==> config.mk <==
export PLATFORM = sky130hd
export DESIGN_NAME = nzc_axis_map
export DESIGN_NICKNAME = d
export VERILOG_FILES = /design/src/hw/rtl/assert_macros.svh /design/src/hw/rtl/nzc_pkg.sv /design/src/hw/rtl/nzc_axis_map.sv
export SDC_FILE = /design/constraint.sdc
export NUM_CORES = 1
export LEC_CHECK = 0
export BUFFER_PORTS_ARGS = -buffer_cell sky130_fd_sc_hd__buf_2
export CAP_MARGIN = 20
export CORE_UTILIZATION = 58
export DETAILED_ROUTE_END_ITERATION = 8
export PLACE_DENSITY_LB_ADDON = 0.08
export SYNTH_ARGS = -nofsm -noshare
export SYNTH_HDL_FRONTEND = slang
export SYNTH_SLANG_ARGS = --single-unit
==> constraint.sdc <==
create_clock -name clk -period 12.7 [get_ports clk]
set_clock_uncertainty 0.05 [all_clocks]
set_input_delay 3.81 -clock clk [delete_from_list [all_inputs] [get_ports clk]]
set_output_delay 3.81 -clock clk [all_outputs]
set_load 0.01 [all_outputs]
==> src/hw/rtl/assert_macros.svh <==
// Assertion macros shared by the RTL.
// Depends on nothing; the bodies compile away when SYNTHESIS is defined.
`ifndef ASSERT_MACROS_SVH
`define ASSERT_MACROS_SVH

`ifndef SYNTHESIS

`define NZC_ASSERT(label, clk_sig, rst_n_sig, prop) \
    label: assert property (@(posedge clk_sig) disable iff (!rst_n_sig) (prop)) \
        else $error("assertion failed");

`define NZC_ASSERT_NEVER(label, clk_sig, rst_n_sig, expr) \
    label: assert property (@(posedge clk_sig) disable iff (!rst_n_sig) !(expr)) \
        else $error("forbidden condition seen");

`else

`define NZC_ASSERT(label, clk_sig, rst_n_sig, prop)
`define NZC_ASSERT_NEVER(label, clk_sig, rst_n_sig, expr)

`endif

`endif

==> src/hw/rtl/nzc_pkg.sv <==
// Types, constants and helpers for the center zoom block.
// Used by nzc_axis_map and nearest_zoom_about_center.
package nzc_pkg;

    localparam int MAX_WIDTH_DEF  = 256;
    localparam int MAX_HEIGHT_DEF = 256;

    localparam int COORD_W = 8;
    localparam int DIM_W   = 9;
    localparam int ZOOM_W  = 24;
    localparam int PIXEL_W = 32;

    // Config register indexes (paddr[3:2])
    localparam logic [1:0] REG_IMAGE_WIDTH  = 2'd0;
    localparam logic [1:0] REG_IMAGE_HEIGHT = 2'd1;
    localparam logic [1:0] REG_INVERSE_ZOOM = 2'd2;

    localparam logic [DIM_W-1:0]  RST_IMAGE_WIDTH  = 9'd256;
    localparam logic [DIM_W-1:0]  RST_IMAGE_HEIGHT = 9'd256;
    localparam logic [ZOOM_W-1:0] RST_INVERSE_ZOOM = 24'd65536;

    localparam logic OP_LOAD  = 1'b0;
    localparam logic OP_QUERY = 1'b1;

    typedef struct packed {
        logic               operation;
        logic [COORD_W-1:0] pixel_x;
        logic [COORD_W-1:0] pixel_y;
        logic [PIXEL_W-1:0] pixel_in;
    } in_word_t;

    typedef struct packed {
        logic [PIXEL_W-1:0] pixel_out;
        logic               in_frame;
    } out_word_t;

    // Dimension in use: zero reads as one, above the store limit saturates.
    function automatic logic [DIM_W-1:0] clamp_dim(input logic [DIM_W-1:0] v,
                                                   input int maxv);
        logic [DIM_W-1:0] r;
        if (v == '0)
            r = DIM_W'(1);
        else if (32'(v) > maxv)
            r = DIM_W'(maxv);
        else
            r = v;
        return r;
    endfunction

endpackage

==> src/hw/rtl/nzc_axis_map.sv <==
// One axis of the source coordinate map: multiply, recenter, round, range check.
// Three register stages; depends on nzc_pkg.
module nzc_axis_map
    import nzc_pkg::*;
#(
    parameter int MAX_DIM = MAX_WIDTH_DEF,
    localparam int IW = (MAX_DIM > 1) ? $clog2(MAX_DIM) : 1
)
(
    input  logic               clk,
    input  logic [COORD_W-1:0] pos,
    input  logic [DIM_W-1:0]   dim,
    input  logic [ZOOM_W-1:0]  zoom,
    output logic [IW-1:0]      idx,
    output logic               ok
);

    // Work in half pixels: t = (2*pos - dim) * zoom + dim * 2^16,
    // the source coordinate times 2^17.
    localparam int OFF_W  = DIM_W + 2;
    localparam int PROD_W = OFF_W + ZOOM_W + 1;
    localparam int T_W    = PROD_W + 1;
    localparam int Q_W    = T_W - 17;

    logic signed [OFF_W-1:0]  off;
    logic signed [PROD_W-1:0] prod_reg, prod_next;
    logic signed [T_W-1:0]    t_reg, t_next;
    logic                     neg;
    logic [T_W-1:0]           mag;
    logic [T_W-1:0]           rsum;
    logic [Q_W-1:0]           q;
    logic [IW-1:0]            idx_reg, idx_next;
    logic                     ok_reg, ok_next;

    always_comb
    begin
        off       = signed'({2'b00, pos, 1'b0}) - signed'({2'b00, dim});
        prod_next = PROD_W'(off) * PROD_W'(signed'({1'b0, zoom}));
        t_next    = T_W'(prod_reg) + T_W'(signed'({1'b0, dim, 16'h0000}));
    end

    // Round half away from zero on the magnitude
    always_comb
    begin
        neg  = t_reg[T_W-1];
        mag  = neg ? T_W'(-t_reg) : T_W'(t_reg);
        rsum = mag + T_W'(17'h10000);
        q    = rsum[T_W-1:17];
        if (neg)
        begin
            ok_next  = (q == '0);
            idx_next = '0;
        end
        else
        begin
            ok_next  = (q < Q_W'(dim));
            idx_next = IW'(q);
        end
    end

    always_ff @(posedge clk)
    begin
        prod_reg <= prod_next;
        t_reg    <= t_next;
        idx_reg  <= idx_next;
        ok_reg   <= ok_next;
    end

    assign idx = idx_reg;
    assign ok  = ok_reg;

endmodule

==> impl_metrics.py <==
metrics = {
    "status": {
        "outcome": "completed",
    },
    "worst_hold_path": {
        "whs_endpoint": "t_reg[8]",
        "min_path_type": "reg2reg",
        "hold_path_depth": 0,
        "hp-start": "prod_reg[8]",
    },
    "timing": {
        "worst_pin_slew_ps": 1100,
        "min_period_ps": 11630,
        "timing.fmax_mhz": 86.0,
        "hold_viol": 0,
        "period_share": 0.916,
        "slew_headroom": 0.266,
        "finalMaxSlewViolations": 0,
        "fin_setup_tns_ps": 0,
        "rsz0062_at_grt": "false",
        "setup_violations": 0,
    },
    "placement": {
        "place.gp.congestion": 0.883,
        "dpl.hpwl_mm": 20.8,
        "post-place-cells": 1659,
        "numPortBuffers": 50,
    },
    "critical_path": {
        "path_common_cell": "fa_1",
        "reg2reg_slack_ps": 8310,
        "slowest_stage": "fa_1",
        "crit_path_start_kind": "input port",
        "regToRegStartpoint": "t_reg[4]",
        "max_stage_delay_ps": 550,
        "path_max_fanout": 10,
        "r2r_cells": 18,
        "worstSetupEndpointType": "flop",
        "crit_arrival_ps": 11850,
        "critical_path_required_ps": 12920,
        "critPathKind": "in2reg",
        "timing.rr.end": "ok",
    },
    "clocking": {
        "holdBufCountCts": 0,
        "cts_root_buf": "clkbuf_16",
        "clkTransAtPathRegs_ps": 60,
        "clock-sinks": 80,
        "cts_tree": "built",
        "clock_path_buffers": 2,
        "numCtsBuffers": 9,
        "cts_setup_buffers": 0,
        "cts-resized-gates": 0,
        "htree_levels": 3,
        "insertion_delay_ps": 340,
    },
    "synth": {
        "ys_seq_elements": 80,
        "synth_common_cells": "257 x inv_1, 177 x fa_1, 159 x nand2_1",
        "synth_fp_nets": 1723,
        "netlist_area_um2": 11900,
        "async_reset_ff_frac": 0,
        "synth.area.top_cells": "fa_1 30%, dfxtp_1 13%, ha_1 13%, inv_1 8.1%, and2_1 5.8%",
        "synthMostInstantiatedCell": "inv_1",
        "synthFlopType": "dfxtp_1",
        "netlist.area_leader.share": 0.298,
        "synth_cell_type_count": 68,
        "synth-seq-area-share": 0.135,
        "netlist_instances": 1384,
        "yosys_warnings": 0,
        "synth-edff-count": 0,
        "yosysTopAreaCell": "fa_1",
        "syn_area_per_cell_um2": 8.59,
    },
    "finish": {
        "final_nets": 1745,
        "largest_reg_flops": 36,
        "layout-drive-gt1-share": 0.0758,
        "syn_to_final_growth_pct": 6.37,
        "n_fill_cell": 1757,
        "multi_input_area_um2": 9090,
        "ff_latch_area_um2": 1600,
        "antenna_cells": 0,
        "fin_cells": 1676,
    },
    "route": {
        "drt_first_pass_iters": 5,
        "antenna_left": 0,
        "drc_errors": 0,
        "dr_total_vias": 9011,
        "drt_iter0_drc": 403,
        "wl_per_cell_um": 15.3,
        "viasPerCell": 5.38,
        "drt-total-wl_mm": 25.7,
    },
    "grt": {
        "grt_overflow": 0,
        "grtUsageTotal": 0.262,
        "grt_pass1_vias": 9363,
        "grt_max_degree": 30,
        "antenna_found_initial": 0,
        "grt_pass1_wl_mm": 44.9,
    },
    "floorplanning": {
        "die_height_um": 145,
        "die_w_um": 145,
        "dieArea_um2": 21100,
        "coreArea_um2": 19800,
        "start_util": 0.601,
        "num_rows": 51,
        "io_pins": 51,
    },
    "run": {
        "cap_violations": 0,
    },
}
[worst max-delay path by stage]
| stage | from | end | slack, ps | depth (start not counted) |
|---|---|---|---|---|
| after floorplan | dim[1] | prod_reg[30] | 1760 | 31 |
| after global placement | dim[1] | prod_reg[28] | 1020 | 30 |
| after detailed placement | dim[1] | prod_reg[33] | 820 | 32 |
| after CTS | dim[1] | prod_reg[28] | 1130 | 30 |
| after global routing | dim[1] | prod_reg[33] | 270 | 32 |
| final | dim[1] | prod_reg[33] | 1070 | 32 |
[cells by family after synthesis]
group	count (synthesis)	share of synthesized area
XOR/XNOR	67	0.0494
adder cells (fa/ha/maj)	298	0.425
AO/OA/AOI/OAI	180	0.0979
buffers and inverters	311	0.102
flip-flops	80	0.135
multiplexers	2	0.00179
AND/OR/NAND/NOR	446	0.189
[placed cells by master (no fill, tap or decap), drive strengths merged, types with 16 or more instances in the layout]
cell | synthesis | layout
nor2 | 79 | 79
dfxtp | 80 | 80
a21oi | 49 | 49
fa | 177 | 177
ha | 120 | 120
inv | 257 | 260
xor2 | 16 | 16
and2 | 111 | 111
xnor2 | 51 | 51
nand2 | 159 | 159
buf | 20 | 64
o21ai | 42 | 42
[stage by stage]
| step | hold slack, ps | instance area, um^2 | utilization | setup slack, ps |
|---|---|---|---|---|
| CTS | 276 | 12600 | 0.639 | 1130 |
| global route | 280 | 12600 | 0.639 | 267 |
| global placement | 261 | 12300 | 0.624 | 1020 |
| floorplan | 260 | 11900 | - | 1760 |
| detailed placement | 262 | 12300 | 0.624 | 819 |
| finish | 275 | 12600 | 0.639 | 1070 |
[routing by layer]
metal,vias up,part of all wire,track usage
li1,4383,-,-
met1,4364,0.46,0.360
met2,247,0.47,0.447
met3,17,0.057,0.0289
met4,0,0.0089,0.0542
met5,-,0,0
[cell type report]
cell class	instances	share of cell area
Clock inverter	6	0.00396
Inverter	258	0.0766
Sequential cell	80	0.127
Timing Repair Buffer	64	0.0281
Clock buffer	10	0.0189
Multi-Input combinational cell	993	0.719
Tap cell	265	0.0262
[worst max-delay path, delay by kind of cell]
| family | cells | cell delay (ps) |
|---|---|---|
| AOI/OAI and AO/OA | 13 | 2460 |
| and+or+nand+nor | 6 | 1750 |
| xor gates and xnor gates | 1 | 140 |
| buffers and inverters | 5 | 440 |
| adders and majority gates | 7 | 3230 |
Power is not shown: default switching activity piles up to over one toggle a cycle in this logic, so the estimate is an artifact.
